==> config.mk <==
export PLATFORM = sky130hd
export DESIGN_NAME = lbc_front
export DESIGN_NICKNAME = d
export VERILOG_FILES = /design/src/lbc_pkg.sv /design/src/lbc_front.sv
export SDC_FILE = /design/constraint.sdc
export NUM_CORES = 1
export LEC_CHECK = 0
export BUFFER_PORTS_ARGS = -buffer_cell sky130_fd_sc_hd__buf_2
export CAP_MARGIN = 30
export CELL_PAD_IN_SITES_DETAIL_PLACEMENT = 1
export CELL_PAD_IN_SITES_GLOBAL_PLACEMENT = 1
export CORE_MARGIN = 2
export CORE_UTILIZATION = 45
export DETAILED_ROUTE_END_ITERATION = 10
export PLACE_DENSITY_LB_ADDON = 0.1
export SLEW_MARGIN = 40
export SYNTH_ARGS = -nofsm -noshare
export SYNTH_HDL_FRONTEND = slang
export SYNTH_SLANG_ARGS = --single-unit
==> constraint.sdc <==
create_clock -name clock -period 21.5 [get_ports clock]
set_input_delay 1.075 -clock clock [delete_from_list [all_inputs] [get_ports clock]]
set_output_delay 1.075 -clock clock [all_outputs]
set_load 0.02 [all_outputs]
==> src/lbc_pkg.sv <==
// Shared types and constants for the Liang-Barsky line clipper.
// No dependencies; every other source file refers to this package.
package lbc_pkg;

   localparam int COORD_W    = 16;
   localparam int DIV_STAGES = 17;       // one quotient bit per stage
   localparam int CSR_ADDR_W = 4;

   localparam logic [16:0]        UNIT_Q16 = 17'h10000;
   localparam logic signed [17:0] R_HIGH   = 18'sd65537;   // above any u
   localparam logic signed [17:0] R_LOW    = -18'sd1;      // below any u

   localparam logic [1:0] REG_LEFT   = 2'd0;
   localparam logic [1:0] REG_RIGHT  = 2'd1;
   localparam logic [1:0] REG_BOTTOM = 2'd2;
   localparam logic [1:0] REG_TOP    = 2'd3;

   typedef struct packed {
      logic signed [COORD_W-1:0] start_x;
      logic signed [COORD_W-1:0] start_y;
      logic signed [COORD_W-1:0] end_x;
      logic signed [COORD_W-1:0] end_y;
   } req_type;

   typedef struct packed {
      logic                      accepted;
      logic signed [COORD_W-1:0] clipped_start_x;
      logic signed [COORD_W-1:0] clipped_start_y;
      logic signed [COORD_W-1:0] clipped_end_x;
      logic signed [COORD_W-1:0] clipped_end_y;
   } rsp_type;

   typedef struct packed {
      logic signed [COORD_W-1:0] left;
      logic signed [COORD_W-1:0] right;
      logic signed [COORD_W-1:0] bottom;
      logic signed [COORD_W-1:0] top;
   } window_type;

   // one window edge, already split into sign and magnitude
   typedef struct packed {
      logic        pzero;
      logic        pneg;
      logic        qneg;
      logic [15:0] an;   // |q|
      logic [15:0] ad;   // |p|
   } edge_type;

   typedef struct packed {
      req_type            seg;
      edge_type [3:0]     edges;
   } item_type;

   typedef struct packed {
      logic        pzero;
      logic        pneg;
      logic        qneg;
      logic        ovf;
      logic [15:0] ad;
      logic [16:0] rem;
      logic [16:0] quo;
   } dv_stage_type;

   typedef struct packed {
      logic               pzero;
      logic               pneg;
      logic               qneg;
      logic signed [17:0] r;     // q/p in Q.16, clamped to [-1, 65537]
   } div_out_type;

   typedef struct packed {
      logic empty;
      logic full;
   } fifo_stat_type;

endpackage

==> src/lbc_front.sv <==
// Front end: takes a segment and forms p/q magnitudes and signs per edge.
// Depends on lbc_pkg.
module lbc_front (
   input  logic                clock,
   input  logic                reset,
   input  logic                start,
   output logic                busy,
   input  lbc_pkg::req_type    req_data,
   input  lbc_pkg::window_type window,
   input  logic                take,
   output logic                item_valid,
   output lbc_pkg::item_type   item
);

   logic              vld_ff, vld_in;
   lbc_pkg::item_type item_ff, item_in;
   logic              accept;

   function automatic lbc_pkg::edge_type mk_edge(input logic signed [16:0] p,
                                                 input logic signed [16:0] q);
      lbc_pkg::edge_type e;
      logic [16:0]       pa, qa;
      pa = p[16] ? 17'(-p) : 17'(p);
      qa = q[16] ? 17'(-q) : 17'(q);
      e.pzero = (p == 17'sd0);
      e.pneg  = p[16];
      e.qneg  = q[16];
      e.an    = qa[15:0];
      e.ad    = pa[15:0];
      return e;
   endfunction

   always_comb begin
      logic signed [16:0] x1, y1, x2, y2, dx, dy;
      x1 = 17'(req_data.start_x);
      y1 = 17'(req_data.start_y);
      x2 = 17'(req_data.end_x);
      y2 = 17'(req_data.end_y);
      dx = x2 - x1;
      dy = y2 - y1;
      item_in.seg      = req_data;
      item_in.edges[0] = mk_edge(-dx, x1 - 17'(window.left));
      item_in.edges[1] = mk_edge(dx, 17'(window.right) - x1);
      item_in.edges[2] = mk_edge(-dy, y1 - 17'(window.bottom));
      item_in.edges[3] = mk_edge(dy, 17'(window.top) - y1);
   end

   assign busy   = vld_ff && !take;
   assign accept = start && !busy;
   assign vld_in = accept || (vld_ff && !take);

   always_ff @(posedge clock) begin
      if (reset) begin
         vld_ff <= 1'b0;
      end else begin
         vld_ff <= vld_in;
      end
      if (accept) begin
         item_ff <= item_in;
      end
   end

   assign item_valid = vld_ff;
   assign item       = item_ff;

endmodule

# After elaboration in Yosys (flattened, before gate mapping)
# Index checks and enable logic that the tools add are counted.
# Widths: inputs -> output; s select.
dict set report totals {
  elab_cells 56
  input_bits 132
  out_inout_bits 206
  ff_bits 205
}
dict set report op_classes {
  n_reduce_logical 9
  muxes 8
  addsub 14
}
# operator count
set op_table {}
lappend op_table {{$mux 16} 8}
lappend op_table {{$sub 16x16->17} 6}
lappend op_table {{$neg 16->16} 6}
lappend op_table {{$logic_not 17->1} 4}
lappend op_table {{$neg 17->17} 2}
lappend op_table {{$logic_and 1x1->1} 2}
lappend op_table {{$logic_not 1->1} 2}
lappend op_table {{$logic_or 1x1->1} 1}

# Longest topological paths before layout
dict set report logic_depth {
  ltp_word 5
  depth_mapped 20
  mapped_depth_nobuf 17
}

# Worst setup path before layout
# No wires, ideal clock.
dict set report synth_timing {
  kind {input -> register}
  startpoint {input port take}
  endpoint {register item_ff (netlist bit item[0]) (enable)}
  setup_ns 0.787
  stages 2
  arrival_ns 10.029
  required_ns 20.713
  path_slack_ns 10.684
  path_cell_list {nor2b_1 -> nor2b_1}
}
dict set report synth_via {
  elab_chain_len 4
}
# item line_no
set synth_lines {}
lappend synth_lines {{start: declaration} lbc_front.sv:10} ;# input logic take,
lappend synth_lines {{$logic_not 1->1} lbc_front.sv:48} ;# assign busy = vld_ff && !take;
lappend synth_lines {{$logic_and 1x1->1} lbc_front.sv:48}
lappend synth_lines {{$logic_not 1->1} lbc_front.sv:49} ;# assign accept = start && !busy;
lappend synth_lines {{$logic_and 1x1->1} lbc_front.sv:49}
lappend synth_lines {{net accept} lbc_front.sv:17} ;# logic accept;
lappend synth_lines {{end signal: assignment} lbc_front.sv:59} ;# item_ff <= item_in;
lappend synth_lines {{end: declaration} lbc_front.sv:16} ;# lbc_pkg::item_type item_ff, item_in;
# The timed path passes the listed nets, and every way through them passes these cells.
# A chain may end at the register's enable or synchronous reset.

==> results.tsv <==
metric	value	unit
power	1.46	mW
cp-start-kind	primary input	
yosys.cell_types.count	80	
irDropWorstVdd	72.5	uV
syn2layout_area_growth	21.4	%
wl_per_cell	19.1	microns
rows	64	
final_hold_viol_count	0	
grt_max_degree	152	
core_area	0.0307	sq mm
fin_crit	5400	ps
p_int	0.963	mW
route.antenna.remaining_nets	0	
synth_enable_flop_cells	202	
fin_nets	1961	
worstSetupEndpointType	register	
p_clk_share	29.5	%
crit_family	simple AND/OR/NAND/NOR gates	
drive_gt1_share	23.7	%
antenna_found_initial	10	
reg2reg_from	item_valid	
dpl.hpwl	32.1	mm
ys_seq_elements	203	
totalWireLength	40.8	mm
cts_resized	0	
worst_slack	16100	ps
drc	0	
cts.sinks	203	
maxCapViolCount	0	
cp_max_fo	18	
outcome	finished, final reports clean	
cts_buffer_depth	3	
io-pin-count	338	
final_cell_area	0.0171	sq mm
critPathArrivalTime	5670	ps
place_ws	15550	ps
muxShareOfSynthArea	0.606	%
leakagePower	7.23	nW
cts_hold_buf	0	
drt_iter0_drc	531	
die_area	0.0327	sq mm
fin_skew	26.4	ps
postSynthAreaPerCell	10.2	sq um
final_cell_mix	buf_2, edfxtp_1, xnor2_1, nor2_1, inv_1	
grt_pass1_wl	64.2	mm
clk_latency	540	ps
pwr-share-seq	36.4	%
grt_pass1_vias	12100	
overflow	0	
switchingPower	0.497	mW
start_util	45.8	%
hold_path_end	item_valid	
dr.pass1.iters	4	
worst_slew_pin_slew	782	ps
async_flop_share	0	%
cts.reportedPaths.clkPinSlew	60	ps
syn_area	0.0141	sq mm
synth_top_family_by_area	compound AO/OA/AOI/OAI gates	
die_w	181	microns
die_y	181	microns
hold_class	reg2reg	
synthFlopType	edfxtp_1	
final_util	55.6	%
regToRegEndpoint	item[18]	
synthXorXnorAreaFrac	12.5	%
synth_compound_area_share	15.5	%
fillerInstances	3554	
regToRegSetupSlack	19030	ps
rsz0062_at_grt	no	
cts_tree	done	
avgViaCountPerCell	5.51	
cts_setup_buffers	0	
ys_seq_area_share	43.3	%
max_freq	185	MHz
htree_levels	1	
slew_viol_final	0	
hold_ws	652	ps
yosys.area_share.adder	10.1	%
timing.max_slew.rel_slack	47.2	%
cp_slowest_cell	ha_1	
ys_top_cells_by_area	edfxtp_1, ha_1, xnor2_1	
holdPathStages	3	
gp_routability_congestion	0.868	
finalSetupViolCount	0	
yosysTopAreaCellShare	43.2	%
io_buffers	337	
path_class	in2reg	
pwr-share-comb	34.1	%
min-delay-start	item_valid	
post_dp_cell_area	0.0162	sq mm
cts_buffers	25	
synth.yosys.warnings	0	
syn-num-nets	1621	
dr_total_vias	11800	
cts-root-buf	clkbuf_16	
final_min_period_over_clock_period	25.1	%
final_common_cell	buf_2	
place_inst	2087	
cp_cell_sequence	buf_2 > inv_1 > ha_1 > fa_1 > nand2b_1 > a21oi_1 > xor2_2 > or3_1 > or4_4 > or4_4 > a211oi_4 > nor3b_1 > ha_1 > a22oi_1 > o22ai_1 > xnor2_1	
crit_buf_inv	2	
critPathMaxStageDelay	570	ps
synth-simple-area-share	14.0	%
instances_no_fill	2141	
reg2regPathDepth	5	
required	21770	ps
track_usage	24.2	%
swShare	34.1	%
power.density	85.6	mW/mm^2
syn_inst	1379	
tns	0	ps
synth_area_leader_cell	edfxtp_1	
## worst reg2reg max path, cell delays in order (launching register included)
cell and delay (ps):
dfxtp_1 300, nor2b_1 170, nor2b_4 120, buf_4 550
buf_12 440, buf_16 370
## layout make-up
cell class | count | area, sq um | area share (%)
diodes | 7 | 17.5 | 0.103
clock buffers | 32 | 652 | 3.82
clock inverters | 14 | 174 | 1.02
inverters | 119 | 447 | 2.62
multi-input cells | 1029 | 7430 | 43.6
flip-flops and latches | 203 | 6090 | 35.7
well taps | 396 | 495 | 2.91
repair buffers | 341 | 1750 | 10.3
## metal layers
layer / part of all wire [%] / vias up / GRT usage [%]
li1: - / 5720 / -
met1: 39 / 5649 / 28.6
met2: 51 / 341 / 43.8
met3: 6.6 / 81 / 5.20
met4: 2.7 / 8 / 7.35
met5: 0.13 / - / 0
## power groups by stage
stage | sequential [mW] | clock, mW | combinational, mW
finish | 0.532 | 0.431 | 0.498
global route | 0.537 | 0.456 | 0.545
CTS | 0.533 | 0.442 | 0.501
detailed placement | 0.540 | 0 | 0.495
global placement | 0.539 | 0 | 0.481
floorplan | 0.617 | 0 | 0.280
## synth_stat cells (all sizes together) (5+ instances only)
cell type,count
clkbuf,24
o31a,6
o22ai,6
o211ai,8
o31ai,15
nand3,26
nand3b,6
a31o,6
or2,8
o21a,25
or4,5
o21bai,11
nand2,79
o41ai,7
edfxtp,202
o21ai,70
a21o,23
nor3,36
nand4,11
or3,14
and3,11
a31oi,15
fa,6
a311oi,6
ha,104
nor3b,9
xor2,57
nand2b,13
inv,119
a21oi,69
a211o,6
xnor2,142
o2111ai,8
a211oi,9
a2111oi,8
nor2,121
nor2b,16
and2,15
## flip-flops by register name (all words and copies together), names as in the netlist
signal,count
item,202
item_valid,1
## kinds of logic after synthesis
group | count (synthesis)
AO/OA/AOI/OAI | 322
multiplexers | 8
flip-flops | 203
buffers and inverters | 147
AND/OR/NAND/NOR | 390
adder cells (fa/ha/maj) | 110
XOR/XNOR | 199
## how the worst max path moves through the flow
stage | slack [ps] | cells after the start | from | endpoint
global route | 15820 | 15 | req_data[32] | item[78]
finish | 16100 | 16 | req_data[0] | item[78]
floorplan | 10680 | 2 | take | item[0]
CTS | 16130 | 15 | req_data[32] | item[74]
detailed placement | 15550 | 15 | req_data[32] | item[74]
global placement | 15780 | 16 | req_data[0] | item[74]
Power figures use the tool's default switching activity.
