## src/lbc_pkg.sv

```systemverilog
// Shared types and constants for the Liang-Barsky line clipper.
// No dependencies; every other source file refers to this package.
package lbc_pkg;

   localparam int COORD_W    = 16;
   localparam int DIV_STAGES = 17;       // one quotient bit per stage
   localparam int CSR_ADDR_W = 4;

   localparam logic [16:0]        UNIT_Q16 = 17'h10000;
   localparam logic signed [17:0] R_HIGH   = 18'sd65537;   // above any u
   localparam logic signed [17:0] R_LOW    = -18'sd1;      // below any u

   localparam logic [1:0] REG_LEFT   = 2'd0;
   localparam logic [1:0] REG_RIGHT  = 2'd1;
   localparam logic [1:0] REG_BOTTOM = 2'd2;
   localparam logic [1:0] REG_TOP    = 2'd3;

   typedef struct packed {
      logic signed [COORD_W-1:0] start_x;
      logic signed [COORD_W-1:0] start_y;
      logic signed [COORD_W-1:0] end_x;
      logic signed [COORD_W-1:0] end_y;
   } req_type;

   typedef struct packed {
      logic                      accepted;
      logic signed [COORD_W-1:0] clipped_start_x;
      logic signed [COORD_W-1:0] clipped_start_y;
      logic signed [COORD_W-1:0] clipped_end_x;
      logic signed [COORD_W-1:0] clipped_end_y;
   } rsp_type;

   typedef struct packed {
      logic signed [COORD_W-1:0] left;
      logic signed [COORD_W-1:0] right;
      logic signed [COORD_W-1:0] bottom;
      logic signed [COORD_W-1:0] top;
   } window_type;

   // one window edge, already split into sign and magnitude
   typedef struct packed {
      logic        pzero;
      logic        pneg;
      logic        qneg;
      logic [15:0] an;   // |q|
      logic [15:0] ad;   // |p|
   } edge_type;

   typedef struct packed {
      req_type            seg;
      edge_type [3:0]     edges;
   } item_type;

   typedef struct packed {
      logic        pzero;
      logic        pneg;
      logic        qneg;
      logic        ovf;
      logic [15:0] ad;
      logic [16:0] rem;
      logic [16:0] quo;
   } dv_stage_type;

   typedef struct packed {
      logic               pzero;
      logic               pneg;
      logic               qneg;
      logic signed [17:0] r;     // q/p in Q.16, clamped to [-1, 65537]
   } div_out_type;

   typedef struct packed {
      logic empty;
      logic full;
   } fifo_stat_type;

endpackage

```

## src/lbc_fifo.sv

```systemverilog
// Short queue between the front end and the clipping pipeline.
// Depends on lbc_pkg.
module lbc_fifo #(
   parameter int DEPTH = 2
) (
   input  logic                    clock,
   input  logic                    reset,
   input  logic                    push,
   input  lbc_pkg::item_type       push_data,
   input  logic                    pop,
   output lbc_pkg::item_type       head,
   output lbc_pkg::fifo_stat_type  stat
);

   localparam int PTR_W = (DEPTH > 1) ? $clog2(DEPTH) : 1;
   localparam int CNT_W = $clog2(DEPTH + 1);
   localparam logic [PTR_W-1:0] LAST  = PTR_W'(DEPTH - 1);
   localparam logic [CNT_W-1:0] FULLC = CNT_W'(DEPTH);

   lbc_pkg::item_type mem_ff [DEPTH];
   logic [PTR_W-1:0]  wr_ff, wr_in, rd_ff, rd_in;
   logic [CNT_W-1:0]  cnt_ff, cnt_in;
   logic              do_push, do_pop;

   assign do_push = push && (cnt_ff != FULLC);
   assign do_pop  = pop && (cnt_ff != '0);

   always_comb begin
      wr_in  = do_push ? ((wr_ff == LAST) ? '0 : wr_ff + 1'b1) : wr_ff;
      rd_in  = do_pop  ? ((rd_ff == LAST) ? '0 : rd_ff + 1'b1) : rd_ff;
      cnt_in = cnt_ff;
      if (do_push && !do_pop) begin
         cnt_in = cnt_ff + 1'b1;
      end else if (do_pop && !do_push) begin
         cnt_in = cnt_ff - 1'b1;
      end
   end

   always_ff @(posedge clock) begin
      if (reset) begin
         wr_ff  <= '0;
         rd_ff  <= '0;
         cnt_ff <= '0;
      end else begin
         wr_ff  <= wr_in;
         rd_ff  <= rd_in;
         cnt_ff <= cnt_in;
      end
      if (do_push) begin
         mem_ff[wr_ff] <= push_data;
      end
   end

   assign head       = mem_ff[rd_ff];
   assign stat.empty = (cnt_ff == '0);
   assign stat.full  = (cnt_ff == FULLC);

endmodule

```

## config.mk

```make
export PLATFORM = sky130hd
export DESIGN_NAME = lbc_fifo
export DESIGN_NICKNAME = d
export VERILOG_FILES = /design/src/lbc_pkg.sv /design/src/lbc_fifo.sv
export SDC_FILE = /design/constraint.sdc
export NUM_CORES = 1
export LEC_CHECK = 0
export CORE_MARGIN = 3
export CORE_UTILIZATION = 58
export DETAILED_ROUTE_END_ITERATION = 6
export DONT_BUFFER_PORTS = 1
export HOLD_SLACK_MARGIN = 0.12
export PLACE_DENSITY = 0.73
export SETUP_SLACK_MARGIN = 0.05
export SKIP_CTS_REPAIR_TIMING = 1
export SYNTH_ARGS = -nofsm -noshare
export SYNTH_HDL_FRONTEND = slang
export SYNTH_SLANG_ARGS = --single-unit
```

## constraint.sdc

```tcl
create_clock -name clock -period 8.4 [get_ports clock]
set_input_delay 0 -clock clock [delete_from_list [all_inputs] [get_ports clock]]
set_output_delay 0 -clock clock [all_outputs]
set_load 0.02 [all_outputs]
```

Word level (Yosys, flattened, before mapping)
Memory sizes are Yosys's and may differ from the RTL's. A register that Yosys moved wholly into a read port is not among the register bits. Cells that the tools add are included.

Muxes and demuxes: 8. Eq/ne operators: 2. $add $sub $neg: 4. Reduce and logical (&&, ||, !) cells: 9.

Operators by type and width (number): 2-to-1 mux 1 bit (6); logical AND 1 bit (4); 2-to-1 mux 2 bit (2); nonzero test 2 bit (2); adder 1 bit (second input constant) (2); adder 2 x 1 -> 2 bit (second input constant) (1); equality test 2 bit (second input constant) (1); zero test 1 bit (2); zero test 2 bit (1); inequality test 2 bit (second input constant) (1); subtractor 2 x 1 -> 2 bit (second input constant) (1).

Bits of input ports: 208. Bits in writable memories: 408. Memories: 1. Logic and storage cells: 27. Bits in registers: 4. Output and inout bits: 206.

Memories: mem_ff (depth 2, width 204, read ports 1, clocked after Yosys merged registers in 1, write ports 1, RTL line lbc_fifo.sv:20) `lbc_pkg::item_type mem_ff [DEPTH];`.

Longest topological paths before layout
Depth in word-level cells: 6. Gate-level depth with buffers: 6. Gate-level depth less buffers: 6.

Worst setup path before layout
Ideal clock, no wire load.

Path type: flip-flop to flip-flop. Start point: register cnt_ff[1]. End point: memory mem_ff[1][0] in the netlist's numbering (enable). Path buffers: 0. Data arrival time: 5.321 ns. Data required time: 7.810 ns. Path slack: 2.489 ns. Cell stages (with the launch flop): 4. Setup time: 0.590 ns. Clock period less this slack: 5.911 ns. Path through: dfxtp_1 -> nor2b_2 -> nor2_1 -> and2_1.

Cells in the longest elaborated chain, start to end: 4.

Ends and longest elaborated chain: from (decl) (RTL line lbc_fifo.sv:22) `logic [CNT_W-1:0] cnt_ff, cnt_in;`; from (signal assigned) (RTL line lbc_fifo.sv:47) `cnt_ff <= cnt_in;`; inequality test 2 bit (RTL line lbc_fifo.sv:25) `assign do_push = push && (cnt_ff != FULLC);`; logical AND 1 bit (RTL line lbc_fifo.sv:25); net do_push (RTL line lbc_fifo.sv:23) `logic do_push, do_pop;`; 2-to-1 mux 1 bit (RTL line lbc_fifo.sv:49) `if (do_push) begin`; 2-to-1 mux 1 bit (not written as such) (RTL line lbc_fifo.sv:50) `mem_ff[wr_ff] <= push_data;`; to (decl) (RTL line lbc_fifo.sv:20).

The timed path passes the listed nets, and every way through them passes these cells.

==> run summary <==
### Outcome
* outcome: complete, no violations

### Clocking
* # clock sinks: 413
* number of buffers created by CTS: 41
* source-to-sink clock delay at the later pin of the worst-skew pair: 0.51 ns
* clock tree from TritonCTS: built
* master cell of the clock root buffer: clkbuf_16
* clock transition time at the flip-flop clock pins of the worst setup and hold paths: 0.06 ns
* htree depth: 2
* maximum clock path buffer count: 3

### Cells and area
* Final Non-Filler Cells: 1262
* signed area change from the synthesized netlist to the final layout: 23.1%
* Final nets: 1103
* final std cell area, no fill: 19200 sq um
* proportion of layout cells with a drive suffix above 1: 29.2%
* fill cell count: 1449
* final core area utilization: 73.1%

### Timing
* crit share post-route: 41.0%
* Clock Skew: 0.0140 ns
* fin. max-slew vios: 0
* Slew Limit Headroom: 21.6%
* maximum clock frequency: 290 MHz
* RSZ-0062 raised after global routing: false
* Final Hold Vio Count: 0
* Least-Margin Pin Slew: 1.18 ns
* summed negative setup slack over all endpoints: 0 ns
* final number of setup-violating endpoints: 0
* min cycle time layout: 3.45 ns

### Floorplanning
* total number of placement rows: 59
* die width: 170 um
* starting utilization of the core area: 59.4%
* floorplan die area: 28900 sq um
* die span in y: 170 um
* I/O pin total: 414
* core area: 26300 sq um

### GRT
* GR Overflow Total: 0
* vias in the first global route: 6350
* antenna violations before repair: 2
* global-route wire length before repair: 40700 um
* total global routing track utilization: 19.0%
* pin count of the biggest net entering global routing: 117

### Pwr
* switching power as a share of total power: 29.7%
* relative contribution of sequential cells to total power: 44.8%
* Worst VDD drop: 0.408 mV
* power density of the placed cells: 313 nW/um^2
* internal power: 4.23 mW
* proportion of power drawn by the clock network: 29.0%
* Logic pwr share: 26.2%
* LEAKAGE: 6.74 nW
* Switch Pwr: 1.79 mW

### Detailed routing
* Via-to-Cell Ratio: 5.67
* routed wirelength normalized by instance count: 25.9 um
* count of vias placed by the detailed router: 7150
* wirelength, routed: 32700 um
* number of optimization iterations in the first detailed-route pass: 5
* Detailed Route Iter0 Violations: 610
* DRT antenna net count: 0
* DRC violations left: 0

### Logic synthesis
* number of flops mapped to enable cells by yosys: 408
* share of the synthesized area in the top cell type: 78.5%
* most used flip-flop cell after synthesis: edfxtp_1
* most frequently used cell type in the post-synthesis netlist: edfxtp_1
* top cells by area in the synthesized netlist: edfxtp_1 (79%), mux2_4 (15%), mux2_2 (3.2%), buf_6 (1.4%), dfxtp_1 (0.64%)
* post-synthesis cell area: 15600 sq um
* number of flip-flops and latches in the synthesized netlist: 413
* synthesized instance count: 660
* syn_area_per_cell: 23.6 sq um
* most instantiated cells after synthesis: edfxtp_1 (408), mux2_4 (160), mux2_2 (44), buf_6 (19)
* Warnings, synthesis: 0
* Mapped Nets: 869
* share of synthesized flip-flops with an asynchronous set or reset: 0%
* sequential cell area fraction in the yosys report: 79.2%
* count of unique library cells instantiated by Yosys: 15
* post-synthesis cell type with the largest combined area: edfxtp_1

### Worst setup path
* data required time at the worst endpoint: 8.40 ns
* r2r setup slk: 5.20 ns
* R2R depth: 4
* FF-to-FF Start: cnt_ff[0]
* Crit. End Element: primary output
* start-to-end type of the worst setup path: reg -> out
* Worst setup SP type: register
* highest net fanout along the worst path: 57
* endpoint of the worst register-to-register path: mem_ff[0][155]
* capturing instance or port of the critical path: head[118]
* data arrival time of the critical path: 3.45 ns

### Placed design
* DP Wirelength: 20200 um
* placed instance count: 978
* final weighted congestion of routability-driven global placement: 0.846
* Port Buf Inserts: 0
* standard cell area after detailed placement: 15800 sq um

### Job
* max-cap violation count: 0

### Min path
* worst min-delay path class: in -> reg

==> through the flow <==
| stage | hold slack (ns) | worst slack, ns | total power [mW] |
|---|---|---|---|
| 6_report | 0.148 | 4.95 | 6.02 |
| 5_1_grt | 0.124 | 4.76 | 6.23 |
| 4_1_cts | -0.475 | 4.92 | 5.95 |
| 3_5_place_dp | 0.0686 | 5.28 | 4.22 |
| 3_3_place_gp | 0.0672 | 5.38 | 4.18 |
| 2_1_floorplan | 0.0691 | 2.49 | 4.08 |
==> worst max-delay path, stage by stage, from the launching register on <==
cell	delay [ns]
dfxtp_4	0.70
buf_4	0.80
buf_4	0.88
mux2_4	0.40
==> layout by cell type (no fill, tap or decap) <==
cell type,n
dlygate4sd3_1,208
inv_1,1
buf_4,6
o21ai_0,3
nor2_1,5
inv_8,1
clkbuf_1,11
clkbuf_16,41
or3_1,2
mux2_2,44
a21oi_1,2
dfxtp_4,1
diode_2,3
clkinv_1,6
nor2b_2,1
ha_1,1
xor2_1,3
clkinv_2,7
edfxtp_1,408
and2_4,1
bufinv_16,4
clkinvlp_4,2
mux2_4,160
clkinv_4,2
dfxtp_1,4
==> sequential cells by signal (all words and copies together) (netlist names), named ones only <==
name	cells
mem_ff	408
cnt_ff	2
rd_ff	1
wr_ff	1
==> layer usage <==
| layer | global-route usage (%) | vias to the layer above | wire length [um] |
|---|---|---|---|
| li1 | - | 3104 | - |
| met1 | 19.2 | 3627 | 11200 |
| met2 | 34.3 | 352 | 17700 |
| met3 | 8.94 | 67 | 2720 |
| met4 | 7.05 | 0 | 1020 |
| met5 | 0 | - | 0 |
==> cell type report <==
| cell class | count | area (sq um) | share of cell area [%] |
|---|---|---|---|
| Antenna cell | 3 | 7.51 | 0.0391 |
| Clock inverter | 21 | 210 | 1.09 |
| Clock buffer | 52 | 1070 | 5.56 |
| Inverter | 2 | 15.0 | 0.0782 |
| Timing Repair Buffer | 214 | 2130 | 11.1 |
| Multi-Input combinational cell | 222 | 3010 | 15.7 |
| Sequential cell | 413 | 12400 | 64.3 |
| Tap cell | 335 | 419 | 2.18 |
==> power groups by stage <==
stage | logic, mW | registers [mW] | clock network, mW
after global placement | 1.46 | 2.72 | 0
after detailed placement | 1.48 | 2.74 | 0
after floorplan | 1.34 | 2.74 | 0
after global routing | 1.64 | 2.72 | 1.87
after CTS | 1.48 | 2.70 | 1.77
final | 1.58 | 2.70 | 1.74
==> how the worst min path moves through the flow <==
| stage | startpoint | end | depth (start not counted) |
|---|---|---|---|
| after global routing | push_data[56] | mem_ff[1][56] | 1 |
| after global placement | reset | register | 1 |
| final | push_data[175] | mem_ff[1][175] | 1 |
| after detailed placement | reset | register | 1 |
| after floorplan | reset | cnt_ff[1] | 1 |
| after CTS | reset | register | 1 |
==> cells by family (layout without fill, tap and decap cells) <==
kind of cell,count (synthesis),count (layout),synth area share (%)
XOR/XNOR,3,3,0.168
flip-flops,413,413,79.2
AO/OA/AOI/OAI,5,5,0.160
multiplexers,204,204,18.6
adder cells (fa/ha/maj),1,1,0.0802
buffers and inverters,25,289,1.55
AND/OR/NAND/NOR,9,9,0.297
other,0,3,0
Power figures use the tool's default switching activity.
